$ cat src/rtl/ffca_pkg.sv
// ============================================================================
// ffca_pkg
// Shared types and codes for the first-fit contiguous slot allocator.
// ============================================================================
package ffca_pkg;

    // Default number of slots that the occupancy memory holds.
    localparam int MAX_SLOTS_DEFAULT = 64;

    // Hall size after reset.
    localparam logic [6:0] HALL_SIZE_RESET = 7'd64;

    // Request operations.
    localparam logic OP_ALLOC = 1'b0;
    localparam logic OP_FREE  = 1'b1;

    // Result status codes.
    localparam logic [1:0] ST_ALLOCATED    = 2'd0;
    localparam logic [1:0] ST_NO_SPACE     = 2'd1;
    localparam logic [1:0] ST_FREED        = 2'd2;
    localparam logic [1:0] ST_FREE_INVALID = 2'd3;

    typedef struct packed {
        logic       operation;
        logic [6:0] run_width;
        logic [5:0] free_start;
    } req_item_t;

    typedef struct packed {
        logic [1:0] status;
        logic [5:0] run_start;
    } rsp_item_t;

    typedef enum logic [2:0] {
        S_CLEAR,
        S_IDLE,
        S_SCAN,
        S_WRITE,
        S_RESULT
    } state_t;

endpackage

$ cat src/rtl/first_fit_contiguous_allocator.sv
// ============================================================================
// first_fit_contiguous_allocator
// First-fit allocator of contiguous slot runs over a one-bit occupancy memory.
// ============================================================================
// The block keeps one occupancy bit per slot in a synchronous memory of
// MAX_SLOTS entries. After reset it clears that memory, one entry per
// cycle, and holds req_stall high meanwhile; hall size writes are taken
// during that pass. One request item is worked on at a time. An allocate
// item scans the hall one slot per cycle through the memory read port, then
// marks each slot of the granted run used in the write phase, then posts
// its result. A free item clears each slot of its run in the write phase,
// then posts its result. Width-zero items, invalid frees and allocates
// wider than the hall go straight to posting the result. The memory port
// takes one entry per cycle, which paces the clearing pass, the scan and
// the write phase. The result sits in an output register, so the next
// item is taken while a result still waits.
// ============================================================================
module first_fit_contiguous_allocator #(
    parameter int MAX_SLOTS = ffca_pkg::MAX_SLOTS_DEFAULT
) (
    input  logic                clk,
    input  logic                rst_n,
    input  logic                req_valid,
    output logic                req_stall,
    input  ffca_pkg::req_item_t req_item,
    output logic                rsp_valid,
    input  logic                rsp_stall,
    output ffca_pkg::rsp_item_t rsp_item,
    input  logic                cfg_we,
    input  logic [6:0]          cfg_wdata
);
    import ffca_pkg::*;

    // Slot address width, width of the slot-count domain, and a working
    // width wide enough for both that domain and start plus width sums.
    localparam int IW  = (MAX_SLOTS > 1) ? $clog2(MAX_SLOTS) : 1;
    localparam int SW  = $clog2(MAX_SLOTS + 1);
    localparam int XW  = ((SW > 7) ? SW : 7) + 1;
    localparam logic [XW-1:0] MAX_SLOTS_X = XW'(MAX_SLOTS);
    localparam logic [IW-1:0] LAST_SLOT   = IW'(MAX_SLOTS - 1);

    // Control registers.
    state_t          state_reg, state_next;
    logic [6:0]      hall_size_reg, hall_size_next;
    logic [IW-1:0]   clr_idx_reg, clr_idx_next;
    logic            rd_pend_reg, rd_pend_next;
    logic            rsp_valid_reg, rsp_valid_next;

    // Working registers of the item in progress.
    logic [6:0]      width_reg, width_next;
    logic [XW-1:0]   issue_reg, issue_next;
    logic [IW-1:0]   rd_idx_reg, rd_idx_next;
    logic [6:0]      run_reg, run_next;
    logic [IW-1:0]   wr_idx_reg, wr_idx_next;
    logic [6:0]      wr_left_reg, wr_left_next;
    logic            wr_val_reg, wr_val_next;
    rsp_item_t       res_reg, res_next;
    rsp_item_t       rsp_item_reg, rsp_item_next;

    // Occupancy memory.
    logic            slot_mem [MAX_SLOTS];
    logic            mem_we;
    logic [IW-1:0]   mem_waddr;
    logic            mem_wdata;
    logic [IW-1:0]   mem_raddr;
    logic            mem_rdata_reg;

    logic [XW-1:0]   eff_size;
    logic [XW-1:0]   free_end;
    logic [XW-1:0]   found;
    logic            rsp_free;

    // The hall size saturates at the memory depth.
    assign eff_size = (XW'(hall_size_reg) > MAX_SLOTS_X) ? MAX_SLOTS_X
                                                        : XW'(hall_size_reg);
    assign free_end = XW'(req_item.free_start) + XW'(req_item.run_width);
    assign found    = XW'(rd_idx_reg) + XW'(1) - XW'(width_reg);
    assign rsp_free = !rsp_valid_reg || !rsp_stall;

    assign req_stall = (state_reg != S_IDLE);
    assign rsp_valid = rsp_valid_reg;
    assign rsp_item  = rsp_item_reg;

    // Memory: one write port and one registered read port. Writes happen
    // only in the clearing pass and in the write phase, and read data is used
    // only in the scan, so a read that is used never meets a write to the same entry.
    always_ff @(posedge clk)
    begin
        if (mem_we)
        begin
            slot_mem[mem_waddr] <= mem_wdata;
        end
        mem_rdata_reg <= slot_mem[mem_raddr];
    end

    always_ff @(posedge clk or negedge rst_n)
    begin
        if (!rst_n)
        begin
            state_reg     <= S_CLEAR;
            hall_size_reg <= HALL_SIZE_RESET;
            clr_idx_reg   <= '0;
            rd_pend_reg   <= 1'b0;
            rsp_valid_reg <= 1'b0;
        end
        else
        begin
            state_reg     <= state_next;
            hall_size_reg <= hall_size_next;
            clr_idx_reg   <= clr_idx_next;
            rd_pend_reg   <= rd_pend_next;
            rsp_valid_reg <= rsp_valid_next;
        end
    end

    always_ff @(posedge clk)
    begin
        width_reg    <= width_next;
        issue_reg    <= issue_next;
        rd_idx_reg   <= rd_idx_next;
        run_reg      <= run_next;
        wr_idx_reg   <= wr_idx_next;
        wr_left_reg  <= wr_left_next;
        wr_val_reg   <= wr_val_next;
        res_reg      <= res_next;
        rsp_item_reg <= rsp_item_next;
    end

    always_comb
    begin
        state_next     = state_reg;
        hall_size_next = cfg_we ? cfg_wdata : hall_size_reg;
        clr_idx_next   = clr_idx_reg;
        rd_pend_next   = 1'b0;
        rsp_valid_next = rsp_valid_reg && rsp_stall;
        width_next     = width_reg;
        issue_next     = issue_reg;
        rd_idx_next    = rd_idx_reg;
        run_next       = run_reg;
        wr_idx_next    = wr_idx_reg;
        wr_left_next   = wr_left_reg;
        wr_val_next    = wr_val_reg;
        res_next       = res_reg;
        rsp_item_next  = rsp_item_reg;
        mem_we         = 1'b0;
        mem_waddr      = wr_idx_reg;
        mem_wdata      = wr_val_reg;
        mem_raddr      = issue_reg[IW-1:0];

        unique case (state_reg)
            S_CLEAR:
            begin
                mem_we       = 1'b1;
                mem_waddr    = clr_idx_reg;
                mem_wdata    = 1'b0;
                clr_idx_next = clr_idx_reg + IW'(1);
                if (clr_idx_reg == LAST_SLOT)
                begin
                    state_next = S_IDLE;
                end
            end

            S_IDLE:
            begin
                if (req_valid)
                begin
                    width_next         = req_item.run_width;
                    issue_next         = '0;
                    run_next           = '0;
                    res_next.run_start = '0;
                    wr_left_next       = req_item.run_width;
                    wr_idx_next        = IW'(req_item.free_start);
                    wr_val_next        = 1'b0;
                    if (req_item.operation == OP_ALLOC)
                    begin
                        if (req_item.run_width == 7'd0)
                        begin
                            res_next.status = ST_ALLOCATED;
                            state_next      = S_RESULT;
                        end
                        else if (XW'(req_item.run_width) > eff_size)
                        begin
                            res_next.status = ST_NO_SPACE;
                            state_next      = S_RESULT;
                        end
                        else
                        begin
                            state_next = S_SCAN;
                        end
                    end
                    else
                    begin
                        if (free_end > eff_size)
                        begin
                            res_next.status = ST_FREE_INVALID;
                            state_next      = S_RESULT;
                        end
                        else if (req_item.run_width == 7'd0)
                        begin
                            res_next.status = ST_FREED;
                            state_next      = S_RESULT;
                        end
                        else
                        begin
                            res_next.status = ST_FREED;
                            state_next      = S_WRITE;
                        end
                    end
                end
            end

            S_SCAN:
            begin
                // Issue the next read while the previous slot is judged.
                if (issue_reg < eff_size)
                begin
                    rd_pend_next = 1'b1;
                    rd_idx_next  = issue_reg[IW-1:0];
                    issue_next   = issue_reg + XW'(1);
                end
                if (rd_pend_reg)
                begin
                    if (mem_rdata_reg)
                    begin
                        run_next = '0;
                    end
                    else
                    begin
                        run_next = run_reg + 7'd1;
                        if (run_reg + 7'd1 == width_reg)
                        begin
                            // Reads still in flight are dropped.
                            rd_pend_next       = 1'b0;
                            res_next.status    = ST_ALLOCATED;
                            res_next.run_start = found[5:0];
                            wr_idx_next        = found[IW-1:0];
                            wr_left_next       = width_reg;
                            wr_val_next        = 1'b1;
                            state_next         = S_WRITE;
                        end
                    end
                end
                else if (issue_reg >= eff_size)
                begin
                    res_next.status = ST_NO_SPACE;
                    state_next      = S_RESULT;
                end
            end

            S_WRITE:
            begin
                mem_we       = 1'b1;
                wr_idx_next  = wr_idx_reg + IW'(1);
                wr_left_next = wr_left_reg - 7'd1;
                if (wr_left_reg == 7'd1)
                begin
                    state_next = S_RESULT;
                end
            end

            S_RESULT:
            begin
                if (rsp_free)
                begin
                    rsp_valid_next = 1'b1;
                    rsp_item_next  = res_reg;
                    state_next     = S_IDLE;
                end
            end

            default:
            begin
                state_next = S_IDLE;
            end
        endcase
    end

    // The write phase stays inside the hall.
    a_write_in_hall: assert property (@(posedge clk) disable iff (!rst_n)
        state_reg == S_WRITE |-> XW'(wr_idx_reg) < eff_size)
        else $error("slot write outside the hall");

    // A scan never holds a free stretch as long as the requested width.
    a_run_below_width: assert property (@(posedge clk) disable iff (!rst_n)
        state_reg == S_SCAN |-> run_reg < width_reg)
        else $error("free stretch reached width without a grant");

    // A finished item is posted as soon as the output register has room.
    a_result_posted: assert property (@(posedge clk) disable iff (!rst_n)
        state_reg == S_RESULT && rsp_free |=> rsp_valid && state_reg == S_IDLE)
        else $error("result not posted");

    // Only a successful allocate reports a nonzero start.
    a_start_zero: assert property (@(posedge clk) disable iff (!rst_n)
        rsp_valid && rsp_item.status != ST_ALLOCATED |-> rsp_item.run_start == 6'd0)
        else $error("nonzero start on a result other than allocated");

endmodule
$ cat config.mk
export PLATFORM = sky130hd
export DESIGN_NAME = first_fit_contiguous_allocator
export DESIGN_NICKNAME = d
export VERILOG_FILES = /design/src/rtl/ffca_pkg.sv /design/src/rtl/first_fit_contiguous_allocator.sv
export SDC_FILE = /design/constraint.sdc
export NUM_CORES = 1
export LEC_CHECK = 0
export ABC_CLOCK_PERIOD_IN_PS = 3100
export BUFFER_PORTS_ARGS = -buffer_cell sky130_fd_sc_hd__buf_2
export CAP_MARGIN = 20
export CORE_UTILIZATION = 41
export CTS_CLUSTER_SIZE = 16
export DETAILED_ROUTE_END_ITERATION = 10
export SKIP_CTS_REPAIR_TIMING = 1
export SYNTH_ARGS = -nofsm -noshare
export SYNTH_HDL_FRONTEND = slang
export SYNTH_SLANG_ARGS = --single-unit
$ cat constraint.sdc
create_clock -name clk -period 3.1 [get_ports clk]
set_input_delay 0 -clock clk [delete_from_list [all_inputs] [get_ports clk]]
set_output_delay 0 -clock clk [all_outputs]
set_load 0.005 [all_outputs]
==> results.json, run 1 <==
{
  "power_density_mw_per_mm2": 841.1,
  "min_period_over_period_pct": 91.80,
  "drc": 0,
  "seqPwrFrac_pct": 39.6,
  "routabilityCongestion": 0.8632,
  "violations": "negative hold slack",
  "antenna_found_initial": 0,
  "status": "finished, violations left",
  "grt_max_degree": 65,
  "synth_simple_gate_area_share_pct": 14.89,
  "clkLatencyLatePin_ns": 0.43,
  "synth_warnings": 0,
  "grt_overflow": 0,
  "synthMuxAreaShare_pct": 7.773,
  "syn_avg_cell_area_um2": 11.69,
  "antenna-diode-count": 0,
  "hp-class": "input pin to register",
  "skew_ns": 0.005232,
  "core-area_mm2": 0.01790,
  "grt_pass1_vias": 5117,
  "intPower_mw": 4.859,
  "crit_type": "input pin to register",
  "vdd_drop_max_uv": 553.2,
  "max_flop_register": "slot_mem",
  "synthXorXnorAreaFrac_pct": 4.447,
  "die_w_um": 137.1,
  "drive_gt1_share_pct": 15.98,
  "synth_compound_area_share_pct": 7.523,
  "yosysSeqAreaShare_pct": 55.25,
  "netlist_area_mm2": 0.007485,
  "tns_ns": 0,
  "start_util_pct": 41.81,
  "synth_area_leaders": "edfxtp_1, ha_1, mux4_2",
  "cts_tree": "done",
  "syn_inst": 640,
  "syn-num-nets": 710,
  "first_pass_iters": 7,
  "final_common_cell": "edfxtp_1",
  "numPortBuffers": 35,
  "slew_violations": 0,
  "largest_register_ffs": 64,
  "ys_types": 57,
  "via_count": 5244,
  "ctsHtreeMaxLevel": 4,
  "wl_per_cell_um": 18.00,
  "power_leakage_nw": 3.358,
  "cts_buffers": 17,
  "cts.sinks": 141,
  "max-slew-margin-rel_pct": 51.76,
  "place_ws_ns": 0.08493,
  "row_count": 49,
  "timing.final.hold_violations": 1,
  "fin_crit_ns": 2.846,
  "ys.flop_type": "edfxtp_1",
  "dp_hpwl_mm": 12.42,
  "cap_violations": 0,
  "min_from": "req_item[5]",
  "crit_start": "req_item[3]",
  "cts-root-buf": "clkbuf_16",
  "start_kind": "input pin",
  "routed_wl_mm": 17.30,
  "synth_top_family_by_area": "simple AND/OR/NAND/NOR gates",
  "ys_seq_elements": 141,
  "pwr-share-comb_pct": 32.4,
  "setup_viol": 0,
  "synth_top_area_share_pct": 48.95,
  "path_clk_slew_ns": 0.06,
  "grt_usage_pct": 19.40,
  "die-area_mm2": 0.01880,
  "swShare_pct": 35.19,
  "nets": 790,
  "grt_pass1_wl_mm": 26.74,
  "p_clk_share_pct": 28.1,
  "worst_pin_slew_ns": 0.7236,
  "die_h_um": 137.1,
  "max_freq_mhz": 351.4,
  "rsz0062_at_grt": "no",
  "postRouteAntennaNets": 0,
  "r2r_start": "run_reg[0]$_SDFFCE_PP0P_",
  "cp-end-kind": "register",
  "finalWorstSetupSlack_ns": 0.2541,
  "whs_ns": -0.04291,
  "synth_top_cell_by_area": "edfxtp_1",
  "via_per_inst": 5.457,
  "synth-edff-count": 122,
  "cp.arrival_ns": 3.18,
  "drt_iter0_drc": 377,
  "crit_fanout": 3,
  "switching_power_mw": 2.638,
  "cts_max_path_buffers": 2,
  "crit_required_ns": 3.44,
  "async_flop_share_pct": 12.77,
  "area_growth_pct": 19.09,
  "synthAdderAreaFrac_pct": 7.556,
  "layout_common_cells": "edfxtp_1, nor2_1, nand2_1, ha_1, buf_2",
  "ios": 36
}
[power groups by stage]
stage	clock network (mW)	registers (mW)	logic [mW]
after global placement	0	2.98	2.33
after detailed placement	0	3.00	2.40
after global routing	2.20	3.01	2.72
final	2.10	2.97	2.43
after floorplan	0	2.83	1.77
after CTS	2.13	2.96	2.41
[kinds of logic after synthesis]
family,after synthesis
mux,31
fa+ha+maj,44
compound gates,89
xor+xnor,38
flops,141
simple gates,248
buf+inv,49
[worst max-delay path, stage by stage]
cell and delay [ns]:
dlygate4sd3_1 0.53, buf_2 0.15, ha_1 0.32, o21ai_0 0.09
nor2_1 0.20, nor2_1 0.07, nor2_1 0.09, nor2_1 0.06
xnor2_1 0.14, ha_1 0.30, a21o_1 0.12, a21oi_1 0.07
a21o_1 0.18, o221a_2 0.26, o21ai_0 0.23, a22oi_1 0.11
o32ai_1 0.26
[Yosys cell counts (all sizes together) (2+ instances only)]
| library cell | count |
|---|---|
| xor2 | 17 |
| o22ai | 2 |
| fa | 2 |
| a22oi | 2 |
| nor2 | 103 |
| o21ai | 24 |
| mux2i | 3 |
| nand3b | 9 |
| nor2b | 7 |
| a21o | 8 |
| dfrtp | 17 |
| o211ai | 5 |
| edfxtp | 122 |
| and2 | 8 |
| o31ai | 3 |
| o221ai | 2 |
| a31oi | 2 |
| nor3 | 5 |
| nand2 | 68 |
| clkbuf | 18 |
| o21bai | 2 |
| a211oi | 4 |
| a21oi | 24 |
| nor4 | 3 |
| nand4 | 4 |
| buf | 6 |
| mux2 | 7 |
| or3 | 4 |
| and3 | 5 |
| mux4 | 21 |
| nand2b | 6 |
| nand3 | 21 |
| ha | 42 |
| xnor2 | 21 |
| o311ai | 2 |
| inv | 24 |
[area by class of cell]
class                   count  area, µm²
inverters                  25      93.84
repair buffers             85      628.1
clock buffers              17      425.4
clock inverters            14      186.4
fillers                  1595       8989
well taps                 229      286.5
flip-flops and latches    141       4135
multi-input cells         450       3158
[stage by stage]
step           cell area [µm²]  std cells  total power [mW]  utilization [%]
2_1_floorplan             7485        640             4.599                -
3_3_place_gp              7991        899             5.305            44.64
3_5_place_dp              7991        899             5.400            44.64
4_1_cts                   8603        930             7.505            48.06
5_1_grt                   8914        961             7.932            49.79
6_report                  8914        961             7.498            49.79
[worst paths after layout]
path | to | slack (ns) | cells past startpoint
max | state_reg[2]$_DFFE_PN0P_ | 0.25 | 17
min | wr_idx_reg[5]$_DFFE_PP_ | -0.04 | 3
max reg2reg | wr_idx_reg[2]$_DFFE_PP_ | 0.33 | 9
min reg2reg | rsp_item[1]$_DFFE_PP_ | 0.42 | 0
max in group asynchronous | hall_size_reg[6]$_DFFE_PN1P_ | 2.67 | 2
min in group asynchronous | rsp_valid$_DFF_PN0_ | 0.07 | 2
[routing by layer]
metal / track usage (%) / share of wire, % / vias up / routed length (µm)
li1: - / - / 2498 / -
met1: 24.73 / 44 / 2592 / 7546
met2: 32.21 / 50 / 123 / 8708
met3: 3.333 / 3.7 / 31 / 633
met4: 8.791 / 2.4 / 0 / 407
met5: 0 / 0 / - / 0
(Power assumes the default switching activity.)
==> inputs of run 2 (changes only) <==
==> constraint.sdc (replaced) <==
create_clock -name clk -period 3.1 [get_ports clk]
set_input_delay 0.31 -clock clk [delete_from_list [all_inputs] [get_ports clk]]
set_output_delay 0.31 -clock clk [all_outputs]
set_load 0.005 [all_outputs]
==> results.json, run 2 (same netlist as run 1, synthesis figures left out) <==
{
  "vdd_drop_max_uv": 460.1,
  "area_growth_pct": 15.16,
  "crit_type": "register to register",
  "min_period_over_period_pct": 92.74,
  "layout_common_cells": "edfxtp_1, nor2_1, nand2_1, ha_1, buf_2",
  "crit_fanout": 7,
  "core-area_mm2": 0.01790,
  "finalNonFillerCells": 934,
  "status": "completed",
  "routabilityCongestion": 0.8483,
  "power_leakage_nw": 3.250,
  "slew_violations": 0,
  "place_ws_ns": -0.2324,
  "hold_depth": 3,
  "grt_max_degree": 65,
  "drive_gt1_share_pct": 17.16,
  "cp-end-kind": "register",
  "die_h_um": 137.1,
  "routed_wl_mm": 17.10,
  "multiInputGateArea_mm2": 0.003162,
  "min_from": "cfg_wdata[6]",
  "finalWorstSetupSlack_ns": 0.2252,
  "first_pass_iters": 6,
  "cts_max_path_buffers": 2,
  "postRouteAntennaNets": 0,
  "crit_path_cell_trace": "ha_1, xor2_1, a2111oi_0, o2111ai_1, a2111o_1, nand2_1, a22oi_1, nor2_1, buf_4",
  "numPortBuffers": 35,
  "use_met2_pct": 32.88,
  "max_flop_register": "slot_mem",
  "start_util_pct": 41.81,
  "skew_ns": 0.01239,
  "crit_required_ns": 3.24,
  "start_kind": "register",
  "ios": 36,
  "largest_register_ffs": 64,
  "worst_r2r_endpoint": "wr_left_reg[2]$_DFFE_PP_",
  "power_density_mw_per_mm2": 862.1,
  "holdPathEnd": "hall_size_reg[6]$_DFFE_PN1P_",
  "row_count": 49,
  "antenna-diode-count": 0,
  "cts_tree": "done",
  "nFillCells": 1636,
  "max_freq_mhz": 347.8,
  "setup_viol": 0,
  "fin_crit_ns": 2.875,
  "ff2ff_path_depth": 9,
  "timing.final.hold_violations": 0,
  "slowest_delay_ns": 0.49,
  "via_per_inst": 5.499,
  "ctsHtreeMaxLevel": 4,
  "grt.busiest_layer": "met2",
  "drc": 0,
  "worst_pin_slew_ns": 0.7285,
  "nets": 762,
  "wl_per_cell_um": 18.30,
  "hp-class": "input pin to register",
  "reg2reg_setup_slack_ns": 0.23,
  "grt_pass1_wl_mm": 26.67,
  "r2r_start": "run_reg[0]$_SDFFCE_PP0P_",
  "grt_pass1_vias": 5148,
  "cts.sinks": 141,
  "antenna_found_initial": 0,
  "drt_iter0_drc": 358,
  "path_clk_slew_ns": 0.06,
  "die_w_um": 137.1,
  "cap_violations": 0,
  "cts_buffers": 17,
  "final_common_cell": "edfxtp_1",
  "cts-root-buf": "clkbuf_16",
  "use_met3_pct": 5.111,
  "ff_latch_area_mm2": 0.004135,
  "placedCellCount": 901,
  "cp_slowest_cell": "edfxtp_1",
  "rsz0062_at_grt": "no",
  "grt_overflow": 0,
  "via_count": 5136,
  "clkLatencyLatePin_ns": 0.42,
  "met1_usage_pct": 23.70,
  "dp_hpwl_mm": 12.31,
  "max-slew-margin-rel_pct": 51.43,
  "die-area_mm2": 0.01880,
  "cp.arrival_ns": 3.01,
  "grt_usage_pct": 19.39,
  "crit_start": "run_reg[0]$_SDFFCE_PP0P_"
}
-- run 2: cell count changes in the layout (fill, tap and decap cells not counted), sizes merged --
cell,change
buf,+2
bufinv,-1
clkinvlp,-2
dlygate4sd3,-30
inv,+4
-- run 2: how the worst max path moves through the flow --
| stage | cells after the start | slack (ns) | endpoint |
|---|---|---|---|
| global placement | 16 | -0.09 | state_reg[2]$_DFFE_PN0P_ |
| CTS | 16 | 0.19 | state_reg[2]$_DFFE_PN0P_ |
| global route | 16 | 0.06 | state_reg[2]$_DFFE_PN0P_ |
| floorplan | 15 | 0.06 | state_reg[2]$_DFFE_PN0P_ |
| detailed placement | 16 | -0.23 | state_reg[2]$_DFFE_PN0P_ |
| finish | 9 | 0.23 | wr_left_reg[2]$_DFFE_PP_ |
-- run 2: through the flow --
stage	power, mW	hold WS (ns)	instance area [µm²]	setup TNS [ns]	util [%]
2_1_floorplan	4.599	0.01441	7485	0	-
3_3_place_gp	5.287	0.2933	8006	-0.09275	44.72
3_5_place_dp	5.373	0.2969	8006	-0.2872	44.72
4_1_cts	7.461	-0.1540	8606	0	48.07
5_1_grt	7.852	0.08410	8620	0	48.15
6_report	7.431	0.09569	8620	0	48.15
-- run 2: worst max-delay path, delay by kind of cell (launching register included) --
family / cells / cell delay [ns]
buffers and inverters: 1 / 0.22
AOI/OAI and AO/OA: 4 / 1.03
adders and majority gates: 1 / 0.37
DFF: 1 / 0.49
xor gates and xnor gates: 1 / 0.17
and+or+nand+nor: 2 / 0.32
-- run 2: where the power goes --
group	internal, mW	switching (mW)	leakage, nW
combinational	0.933	1.43	1.59
sequential	2.61	0.387	1.36
clock	1.21	0.863	0.299
total	4.75	2.68	3.25
-- run 2: routing by layer --
| layer | up-vias | part of all wire [%] |
|---|---|---|
| met1 | 2525 | 42 |
| met4 | 0 | 2.2 |
| met5 | - | 0 |
| met2 | 148 | 51 |
| met3 | 25 | 5.4 |
| li1 | 2438 | - |
-- run 2: final cells by class --
cell class / count / share of cell area (%)
Sequential cell: 141 / 47.98
Multi-Input combinational cell: 450 / 36.68
Clock buffer: 17 / 4.935
Timing Repair Buffer: 57 / 3.977
Tap cell: 229 / 3.324
Clock inverter: 15 / 2.018
Inverter: 25 / 1.089
